===== config.mk =====
export PLATFORM = sky130hd
export DESIGN_NAME = websocket_frame_deframer
export DESIGN_NICKNAME = d
export VERILOG_FILES = /design/src/design/wsd_pkg.sv /design/src/design/websocket_frame_deframer.sv
export SDC_FILE = /design/constraint.sdc
export NUM_CORES = 1
export LEC_CHECK = 0
export ABC_AREA = 1
export ABC_CLOCK_PERIOD_IN_PS = 4000
export BUFFER_PORTS_ARGS = -buffer_cell sky130_fd_sc_hd__clkbuf_2
export CAP_MARGIN = 0
export CORE_UTILIZATION = 35
export CTS_BUF_LIST = sky130_fd_sc_hd__clkbuf_4
export DETAILED_ROUTE_END_ITERATION = 7
export PLACE_DENSITY = 0.49
export SLEW_MARGIN = 20
export SYNTH_ARGS = -nofsm -noshare
export SYNTH_HDL_FRONTEND = slang
export SYNTH_SLANG_ARGS = --single-unit
export TNS_END_PERCENT = 5

===== constraint.sdc =====
create_clock -name aclk -period 4 [get_ports aclk]
set_input_delay 0.2 -clock aclk [delete_from_list [all_inputs] [get_ports aclk]]
set_output_delay 0.2 -clock aclk [all_outputs]
set_load 0.02 [all_outputs]

===== src/design/wsd_pkg.sv =====
package wsd_pkg;

    // Length codes in the second header byte that announce an extended length
    localparam logic [6:0] LEN_CODE_16 = 7'd126;
    localparam logic [6:0] LEN_CODE_64 = 7'd127;

    // Extended-length and mask-key byte counts
    localparam logic [3:0] EXT_BYTES_16 = 4'd2;
    localparam logic [3:0] EXT_BYTES_64 = 4'd8;
    localparam logic [3:0] KEY_BYTES    = 4'd4;

    // Result tdata: 17 used bits, padded to whole bytes
    localparam int M_TDATA_W = 24;
    localparam int M_PAD_W   = 7;

    typedef enum logic [4:0] {
        ST_HDR0    = 5'b00001,
        ST_HDR1    = 5'b00010,
        ST_EXTLEN  = 5'b00100,
        ST_MASKKEY = 5'b01000,
        ST_PAYLOAD = 5'b10000
    } parse_state_t;

endpackage


===== src/design/websocket_frame_deframer.sv =====
// A result reaches the m_ side in the cycle after its beat is accepted.
// Throughput: one stream byte per cycle unless stalled; the header parse,
// 64-bit length count and unmasking XOR are all done in one pass into the
// result register. A held result stalls the input only while m_tready is low.
// Reset: synchronous, active-low aresetn; parser returns to expecting the first
// header byte with all header, length and key state cleared.
module websocket_frame_deframer (
    input  logic                           aclk,
    input  logic                           aresetn,
    // input stream
    input  logic                           s_tvalid,
    output logic                           s_tready,
    input  logic [7:0]                     s_tdata,   // [7:0] data_byte
    // result stream
    output logic                           m_tvalid,
    input  logic                           m_tready,
    // [7:0] payload_byte, [8] fin_flag, [11:9] rsv_bits, [15:12] frame_opcode,
    // [16] mask_flag, [23:17] zero
    output logic [wsd_pkg::M_TDATA_W-1:0]  m_tdata,
    output logic                           m_tlast,   // last_of_frame
    output logic [0:0]                     m_tuser    // [0] data_valid
);

    // ------------------------------------------------------------------
    // Parser state
    // ------------------------------------------------------------------
    wsd_pkg::parse_state_t state_reg, state_next;
    logic [3:0]  ext_left_reg, ext_left_next;   // ext-length / key bytes to come
    logic        fin_reg, fin_next;
    logic [2:0]  rsv_reg, rsv_next;
    logic [3:0]  opc_reg, opc_next;
    logic        masked_reg, masked_next;
    logic [63:0] remain_reg, remain_next;       // payload bytes still to come
    logic [31:0] key_reg, key_next;             // key octet 0 in [31:24]
    logic [1:0]  mphase_reg, mphase_next;       // next key octet index

    // Result register
    logic                          m_valid_reg;
    logic [wsd_pkg::M_TDATA_W-1:0] m_data_reg;
    logic                          m_last_reg;
    logic                          m_user_reg;

    logic        s_fire;
    logic        emit;        // this beat produces a result
    logic [7:0]  res_byte;
    logic        res_valid;
    logic        res_last;

    logic [6:0]  len_code;
    logic [3:0]  ext_dec;
    logic [63:0] remain_shift;
    logic [63:0] remain_dec;
    logic [7:0]  key_byte;

    // The result register frees up in the same cycle it is drained
    assign s_tready = ~m_valid_reg | m_tready;
    assign s_fire   = s_tvalid & s_tready;

    assign len_code     = s_tdata[6:0];
    assign ext_dec      = ext_left_reg - 4'd1;
    assign remain_shift = {remain_reg[55:0], s_tdata};
    assign remain_dec   = remain_reg - 64'd1;

    always_comb begin
        unique case (mphase_reg)
            2'd0:    key_byte = key_reg[31:24];
            2'd1:    key_byte = key_reg[23:16];
            2'd2:    key_byte = key_reg[15:8];
            default: key_byte = key_reg[7:0];
        endcase
    end

    // ------------------------------------------------------------------
    // Next-state and result logic, evaluated for the beat being accepted
    // ------------------------------------------------------------------
    always_comb begin
        state_next    = state_reg;
        ext_left_next = ext_left_reg;
        fin_next      = fin_reg;
        rsv_next      = rsv_reg;
        opc_next      = opc_reg;
        masked_next   = masked_reg;
        remain_next   = remain_reg;
        key_next      = key_reg;
        mphase_next   = mphase_reg;
        emit          = 1'b0;
        res_byte      = 8'd0;
        res_valid     = 1'b0;
        res_last      = 1'b0;

        if (s_fire) begin
            unique case (state_reg)
                wsd_pkg::ST_HDR1: begin
                    masked_next = s_tdata[7];
                    if (len_code == wsd_pkg::LEN_CODE_16) begin
                        remain_next   = 64'd0;
                        ext_left_next = wsd_pkg::EXT_BYTES_16;
                        state_next    = wsd_pkg::ST_EXTLEN;
                    end else if (len_code == wsd_pkg::LEN_CODE_64) begin
                        remain_next   = 64'd0;
                        ext_left_next = wsd_pkg::EXT_BYTES_64;
                        state_next    = wsd_pkg::ST_EXTLEN;
                    end else begin
                        remain_next = {57'd0, len_code};
                        mphase_next = 2'd0;
                        if (s_tdata[7]) begin
                            ext_left_next = wsd_pkg::KEY_BYTES;
                            key_next      = 32'd0;
                            state_next    = wsd_pkg::ST_MASKKEY;
                        end else begin
                            ext_left_next = 4'd0;
                            if (len_code == 7'd0) begin
                                emit       = 1'b1;
                                res_last   = 1'b1;
                                state_next = wsd_pkg::ST_HDR0;
                            end else begin
                                state_next = wsd_pkg::ST_PAYLOAD;
                            end
                        end
                    end
                end
                wsd_pkg::ST_EXTLEN: begin
                    remain_next   = remain_shift;
                    ext_left_next = ext_dec;
                    if (ext_dec == 4'd0) begin
                        mphase_next = 2'd0;
                        if (masked_reg) begin
                            ext_left_next = wsd_pkg::KEY_BYTES;
                            key_next      = 32'd0;
                            state_next    = wsd_pkg::ST_MASKKEY;
                        end else if (remain_shift == 64'd0) begin
                            emit       = 1'b1;
                            res_last   = 1'b1;
                            state_next = wsd_pkg::ST_HDR0;
                        end else begin
                            state_next = wsd_pkg::ST_PAYLOAD;
                        end
                    end
                end
                wsd_pkg::ST_MASKKEY: begin
                    key_next      = {key_reg[23:0], s_tdata};
                    ext_left_next = ext_dec;
                    if (ext_dec == 4'd0) begin
                        if (remain_reg == 64'd0) begin
                            emit       = 1'b1;
                            res_last   = 1'b1;
                            state_next = wsd_pkg::ST_HDR0;
                        end else begin
                            state_next = wsd_pkg::ST_PAYLOAD;
                        end
                    end
                end
                wsd_pkg::ST_PAYLOAD: begin
                    emit        = 1'b1;
                    res_valid   = 1'b1;
                    res_byte    = masked_reg ? (s_tdata ^ key_byte) : s_tdata;
                    mphase_next = mphase_reg + 2'd1;
                    remain_next = remain_dec;
                    res_last    = (remain_dec == 64'd0);
                    if (remain_dec == 64'd0) begin
                        mphase_next = 2'd0;
                        state_next  = wsd_pkg::ST_HDR0;
                    end
                end
                default: begin
                    // first header byte; illegal codes recover here too
                    fin_next      = s_tdata[7];
                    rsv_next      = s_tdata[6:4];
                    opc_next      = s_tdata[3:0];
                    masked_next   = 1'b0;
                    remain_next   = 64'd0;
                    ext_left_next = 4'd0;
                    key_next      = 32'd0;
                    mphase_next   = 2'd0;
                    state_next    = wsd_pkg::ST_HDR1;
                end
            endcase
        end
    end

    always_ff @(posedge aclk) begin
        if (!aresetn) begin
            state_reg    <= wsd_pkg::ST_HDR0;
            ext_left_reg <= 4'd0;
            fin_reg      <= 1'b0;
            rsv_reg      <= 3'd0;
            opc_reg      <= 4'd0;
            masked_reg   <= 1'b0;
            remain_reg   <= 64'd0;
            key_reg      <= 32'd0;
            mphase_reg   <= 2'd0;
            m_valid_reg  <= 1'b0;
        end else begin
            state_reg    <= state_next;
            ext_left_reg <= ext_left_next;
            fin_reg      <= fin_next;
            rsv_reg      <= rsv_next;
            opc_reg      <= opc_next;
            masked_reg   <= masked_next;
            remain_reg   <= remain_next;
            key_reg      <= key_next;
            mphase_reg   <= mphase_next;
            if (emit) begin
                m_valid_reg <= 1'b1;
            end else if (m_tready) begin
                m_valid_reg <= 1'b0;
            end
        end
    end

    // Result payload: header fields are taken after this beat's update
    always_ff @(posedge aclk) begin
        if (emit) begin
            m_data_reg <= {{wsd_pkg::M_PAD_W{1'b0}}, masked_next, opc_next,
                           rsv_next, fin_next, res_byte};
            m_last_reg <= res_last;
            m_user_reg <= res_valid;
        end
    end

    assign m_tvalid   = m_valid_reg;
    assign m_tdata    = m_data_reg;
    assign m_tlast    = m_last_reg;
    assign m_tuser[0] = m_user_reg;

`ifndef SYNTHESIS
    // Header-only result is always the frame's last and carries a zero byte
    a_hdr_only: assert property (@(posedge aclk) disable iff (!aresetn)
        (m_valid_reg && !m_user_reg) |-> (m_last_reg && m_data_reg[7:0] == 8'd0))
        else $error("header-only result malformed");

    // A payload byte always yields a result on the next cycle
    a_payload_emits: assert property (@(posedge aclk) disable iff (!aresetn)
        (s_fire && state_reg == wsd_pkg::ST_PAYLOAD) |=> m_valid_reg)
        else $error("payload byte produced no result");

    // Payload state is never entered or kept with nothing left to send
    a_payload_count: assert property (@(posedge aclk) disable iff (!aresetn)
        (state_reg == wsd_pkg::ST_PAYLOAD) |-> (remain_reg != 64'd0))
        else $error("payload state with zero remaining");

    // Byte counter only live while collecting length or key bytes
    a_ext_idle: assert property (@(posedge aclk) disable iff (!aresetn)
        (state_reg == wsd_pkg::ST_HDR0 || state_reg == wsd_pkg::ST_HDR1 ||
         state_reg == wsd_pkg::ST_PAYLOAD) |-> (ext_left_reg == 4'd0))
        else $error("stray header byte count");
`endif

endmodule


### Word level (Yosys, flattened, before mapping)

Index checks and enable logic that the tools add are counted.

| word-level totals | value |
|---|---|
| output and inout port bits | 28 |
| register bits after elaboration | 136 |
| word-level logic and storage cells | 109 |
| bits of input ports | 12 |

| cells by class | value |
|---|---|
| bitwise gates (word level) | 6 |
| muxes and demuxes | 56 |
| add/sub/neg operators | 3 |
| reductions and logical operators | 15 |
| equal/unequal tests | 15 |

Operators by type and width:

| operator | number |
|---|---|
| 64-bit case mux with 4 select lines | 1 |
| 64-bit logical NOT | 3 |
| 32-bit 2-to-1 mux | 5 |
| 32-bit case mux with 4 select lines | 1 |
| 64-bit by 1-bit subtractor with 64-bit output, second input constant | 1 |
| 5-bit 2-to-1 mux | 10 |
| 4-bit 2-to-1 mux | 6 |
| 8-bit case mux with 3 select lines | 1 |
| 5-bit case mux with 4 select lines | 1 |
| 1-bit 2-to-1 mux | 16 |
| 4-bit case mux with 4 select lines | 1 |
| 7-bit == test, second input constant | 2 |
| 7-bit 2-to-1 mux | 2 |
| 2-bit inequality test, second input constant | 7 |
| 3-bit 2-to-1 mux | 3 |
| 2-bit 2-to-1 mux | 4 |
| 8-bit 2-to-1 mux | 1 |
| 1-bit case mux with 4 select lines | 2 |
| 2-bit case mux with 4 select lines | 1 |
| 8-bit bitwise XOR | 1 |
| 7-bit logical NOT | 1 |
| 7-bit AND reduction | 1 |
| 2-bit AND reduction | 3 |
| 5-bit by 2-bit == test with 1-bit output, second input constant | 1 |
| 18 further kinds | 20 |

### Depth between registers and ports, before layout

| depth | value |
|---|---|
| word-level depth | 8 |
| mapped depth | 19 |
| mapped depth without buffers | 19 |

### Least setup slack after synthesis

No wires, ideal clock.

| path | value |
|---|---|
| kind | register to register |
| start | register remain_reg[8] |
| end | register m_data_reg (netlist bit m_tdata[0]) (enable) |
| clock period less this slack | 2.778 ns |
| data required time | 3.595 ns |
| stages on the path, launching flop included | 10 |
| setup time | 0.405 ns |
| arrival | 2.373 ns |
| setup slack | 1.222 ns |
| path buffers | 0 |
| cell sequence | dfxtp_1 nor2_4 nand2_1 nor2_4 nand2_1 nor3_1 nand3_1 o21ai_0 nand2_1 a21oi_1 |

| between the ends | value |
|---|---|
| word-level cells in the longest chain between the ends | 6 |
| elaborated cells on any way between the ends | 9 |
| those cells by class | mux (7); reduce/logical (2) |

Ends and longest elaborated chain:

| element | line | text |
|---|---|---|
| start: declaration | websocket_frame_deframer.sv:33 | `logic [63:0] remain_reg, remain_next;` |
| start signal: assignment | websocket_frame_deframer.sv:200 | `remain_reg <= remain_next;` |
| 64-bit logical NOT | websocket_frame_deframer.sv:131 | `end else if (remain_shift == 64'd0) begin` |
| 1-bit 2-to-1 mux | websocket_frame_deframer.sv:131 |  |
| 1-bit 2-to-1 mux | websocket_frame_deframer.sv:127 | `if (masked_reg) begin` |
| 1-bit 2-to-1 mux | websocket_frame_deframer.sv:125 | `if (ext_dec == 4'd0) begin` |
| 1-bit case mux with 4 select lines (*) | websocket_frame_deframer.sv:92 | `unique case (state_reg)` |
| 1-bit 2-to-1 mux (*) | websocket_frame_deframer.sv:91 | `if (s_fire) begin` |
| via emit | websocket_frame_deframer.sv:44 | `logic emit;` |
| end signal: assignment | websocket_frame_deframer.sv:214 | `m_data_reg <= {{wsd_pkg::M_PAD_W{1'b0}}, masked_next, opc_next,` |
| end: declaration | websocket_frame_deframer.sv:39 | `logic [wsd_pkg::M_TDATA_W-1:0] m_data_reg;` |

Mark *: on every way through the listed nets, which the timed path passes. The rest lies on a longest branch.
A chain may end at the register's enable or synchronous reset.

### Worst setup path after layout

| path | value |
|---|---|
| start | register remain_reg[0] |
| end | register state_reg[1] |

| between the ends | value |
|---|---|
| word-level cells in the longest chain between the ends | 4 |

Ends and longest elaborated chain:

| element | line | text |
|---|---|---|
| 64-bit by 1-bit subtractor with 64-bit output | websocket_frame_deframer.sv:62 | `assign remain_dec = remain_reg - 64'd1;` |
| 64-bit logical NOT | websocket_frame_deframer.sv:160 | `if (remain_dec == 64'd0) begin` |
| 2-bit inequality test (no source line) | -- |  |
| 4-bit AND reduction (no source line) | -- |  |
| end signal: assignment | websocket_frame_deframer.sv:183 | `state_reg <= wsd_pkg::ST_HDR0;` |
| end signal: assignment | websocket_frame_deframer.sv:194 | `state_reg <= state_next;` |
| end: declaration | websocket_frame_deframer.sv:27 | `wsd_pkg::parse_state_t state_reg, state_next;` |

Every way passes these cells.

==> results.py <==
metrics = {
    "sta": {
        "max_slew_margin": 0.332,
        "finalCriticalPeriod_ns": 2.89,
        "finalSetupViolCount": 0,
        "rsz0062_at_grt": "false",
        "fin_setup_tns_ns": 0,
        "finClkSkew_ns": 0.0307,
        "slew_violations": 0,
        "worst_pin_slew_ns": 1.00,
        "period_share": 0.722,
        "hold_violations": 0,
        "fmax_ghz": 0.346,
        "layout_setup_ws_ns": 1.11,
    },
    "pwr": {
        "p_leak_nw": 4.40,
        "p_sw_frac": 0.413,
        "combinationalPowerShare": 0.305,
        "ir_drop_mv": 0.241,
        "p_int_w": 0.00212,
        "clockPowerShare": 0.301,
        "power_density_mw_per_mm2": 371,
        "power.switching_w": 0.00149,
        "p_seq_frac": 0.395,
    },
    "placed_design": {
        "pre_cts_slack_ns": 1.19,
        "port_buffers": 32,
        "dp_hpwl_um": 22700,
        "gp_congestion": 0.953,
    },
    "route": {
        "drc": 0,
        "drt-total-wl_um": 31500,
        "drtIter0Drc": 684,
        "antenna_left": 0,
        "vias_per_cell": 5.13,
        "vias": 9267,
        "drtPass1Iterations": 6,
        "wire_per_inst_um": 17.4,
    },
    "worst_hold_path": {
        "min_path_type": "input pin to flop",
        "hold_start": "s_tvalid",
    },
    "yosys": {
        "synth_compound_area_frac": 0.147,
        "netlist_instances": 1452,
        "synth_fa_ha_area_frac": 0.0127,
        "synth.mux.area_fraction": 0,
        "syn_area_per_cell_um2": 6.12,
        "yosysWarnings": 0,
        "synth_area_mm2": 0.00888,
        "synth_seq_cells": 136,
        "synth_top_family_by_area": "simple AND/OR/NAND/NOR gates",
        "synth-simple-area-share": 0.393,
        "yosysSeqAreaShare": 0.328,
        "synth_cell_type_count": 38,
        "synth_xor_area_frac": 0.0215,
    },
    "worst_setup_path": {
        "path_max_fanout": 5,
        "cp_cell_sequence": "inv_1 > ha_1 > nand2_1 > nor2_2 > nand2_1 > nor2_2 > nand2_1 > nand2_1 > nand2_1 > inv_1 > nand2_1 > nor2_1 > nand2_1 > nor2_1 > nand3_2 > nand2_4 > nand2_2 > nand2_1 > a21oi_1",
        "crit_start": "remain_reg[0]$_SDFFE_PN0P_",
        "worstPathArrival_ns": 3.33,
        "reg2reg_from": "remain_reg[0]$_SDFFE_PN0P_",
        "path_class": "flop to flop",
        "r2r_setup_slack_ns": 1.11,
        "cp-end-kind": "flop",
        "crit_slowest_cell": "dfxtp_1",
        "slowest_delay_ns": 0.37,
        "cp.buffers_inverters": 2,
        "startpoint_type": "flop",
        "critPathMostFrequentCell": "nand2_1",
        "cpLargestDelayFamily": "simple AND/OR/NAND/NOR gates",
        "cp.required_ns": 4.44,
    },
    "global_route": {
        "grt_overflow": 0,
        "antenna_found_initial": 1,
        "grt_pass1_wl_um": 49800,
        "grt_pass1_vias": 8887,
        "grt_max_degree": 64,
        "grt_usage": 0.247,
    },
    "layout": {
        "largest_register_ffs": 64,
        "layout_common_cells": "nand2_1, nor2_1, inv_1",
        "nNetsFinal": 1491,
        "final_common_cell": "nand2_1",
        "drive_gt1_frac": 0.0890,
        "synthToLayoutAreaGrowth_pct": 9.80,
    },
    "floorplan": {
        "fp.dieH_um": 161,
        "ioPinCount": 40,
        "start_util": 0.361,
        "die_area_mm2": 0.0260,
        "die_x_um": 161,
        "core-area_mm2": 0.0246,
        "core.rowCount": 57,
    },
    "clock_network": {
        "cts.repair.resized": 0,
        "clock_path_buffers": 2,
        "cts_tree": "done",
        "clock-sinks": 136,
        "cts_made_buffers": 17,
        "htree_levels": 4,
        "cts-root-buf": "clkbuf_4",
        "path_clk_slew_ns": 0.15,
        "clock_latency_ns": 0.59,
    },
    "job": {
        "max_cap_violations": 0,
    },
    "run_status": {
        "status": "finished clean",
    },
}
-- final cells by class --
type                       count  area (um2)
timing repair buffer          52         348
inverter                     163         613
tap                          324         405
clock buffer                  17         128
antenna                        1        2.50
sequential                   136        2910
multi-input combinational   1100        5150
clock inverter                15         191
fill                        2751       14800
-- Yosys cell counts (all sizes together) --
library cell	n	area, um2
nand2	486	1880
nor4	5	37.5
nand3b	3	22.5
and2	2	12.5
and3	2	12.5
nor2	212	938
inv	163	612
o21ai	49	245
ha	9	113
nand3	83	420
a21oi	124	621
nand4	13	81.3
a31oi	8	50.1
a22o	2	17.5
xnor2	2	17.5
xor2	19	174
clkbuf	38	143
nor3	16	91.3
buf	21	110
dfxtp	117	2340
o22ai	53	332
o221ai	3	26.3
edfxtp	19	571
a211oi	2	15.0
conb	1	3.75
-- path summary, 6_finish.rpt --
path	endpoint	cells after the start
worst min-delay path	m_tdata[1]$_SDFFCE_PN0P_	3
worst min register to register	key_reg[24]$_SDFFE_PN0P_	2
worst max register to register	state_reg[1]$_SDFFE_PN0P_	19
worst max-delay path	state_reg[1]$_SDFFE_PN0P_	19
-- layer usage --
metal  share of wire  track usage  routed length (um)  up-vias
met5               0            0                   0        -
met4           0.028       0.0802                 885        0
met3           0.037       0.0331                1150       54
met2            0.46        0.409               14600      212
met1            0.47        0.331               14900     4294
li1                -            -                   -     4707
-- through the flow --
| stage | total power, W | instances | cell area, um2 | util | hold slack [ns] |
|---|---|---|---|---|---|
| after floorplan | 0.00222 | 1458 | 8910 | - | 0.284 |
| after global placement | 0.00253 | 1765 | 9330 | 0.379 | 0.455 |
| after detailed placement | 0.00253 | 1765 | 9330 | 0.379 | 0.459 |
| after CTS | 0.00363 | 1807 | 9750 | 0.396 | 0.215 |
| after global routing | 0.00382 | 1808 | 9760 | 0.396 | 0.270 |
| final | 0.00362 | 1808 | 9760 | 0.396 | 0.251 |
-- what timing repair did --
action | in CTS | in global routing
buffers inserted | 0 | 0
setup endpoints to repair | 0 | 0
hold buffers | 10 | 0
endpoints found under the hold margin | 22 | 0
-- worst reg2reg max path: stages (launching register included) --
cell and delay [ns]:
dfxtp_1 0.37, inv_1 0.16, ha_1 0.27, nand2_1 0.09, nor2_2 0.25, nand2_1 0.17
nor2_2 0.24, nand2_1 0.08, nand2_1 0.06, nand2_1 0.10, inv_1 0.09, nand2_1 0.05
nor2_1 0.11, nand2_1 0.06, nor2_1 0.15, nand3_2 0.15, nand2_4 0.13, nand2_2 0.08
nand2_1 0.08, a21oi_1 0.06
-- power by group through the flow --
stage          logic, W  clock network [W]  registers (W)
2_1_floorplan  0.000764                  0        0.00145
3_3_place_gp    0.00108                  0        0.00146
3_5_place_dp    0.00108                  0        0.00146
4_1_cts         0.00109            0.00112        0.00143
5_1_grt         0.00122            0.00117        0.00143
6_report        0.00110            0.00109        0.00143
-- kinds of logic (layout without fill, tap and decap cells) --
logic type                 Yosys count  in the layout
AOI/OAI and AO/OA                  241            241
xor gates and xnor gates            21             21
adders and majority gates            9              9
buffers and inverters              222            247
DFF                                136            136
other                                1              8
and+or+nand+nor                    822            822
No activity file was read; power rests on OpenSTA's default activity.
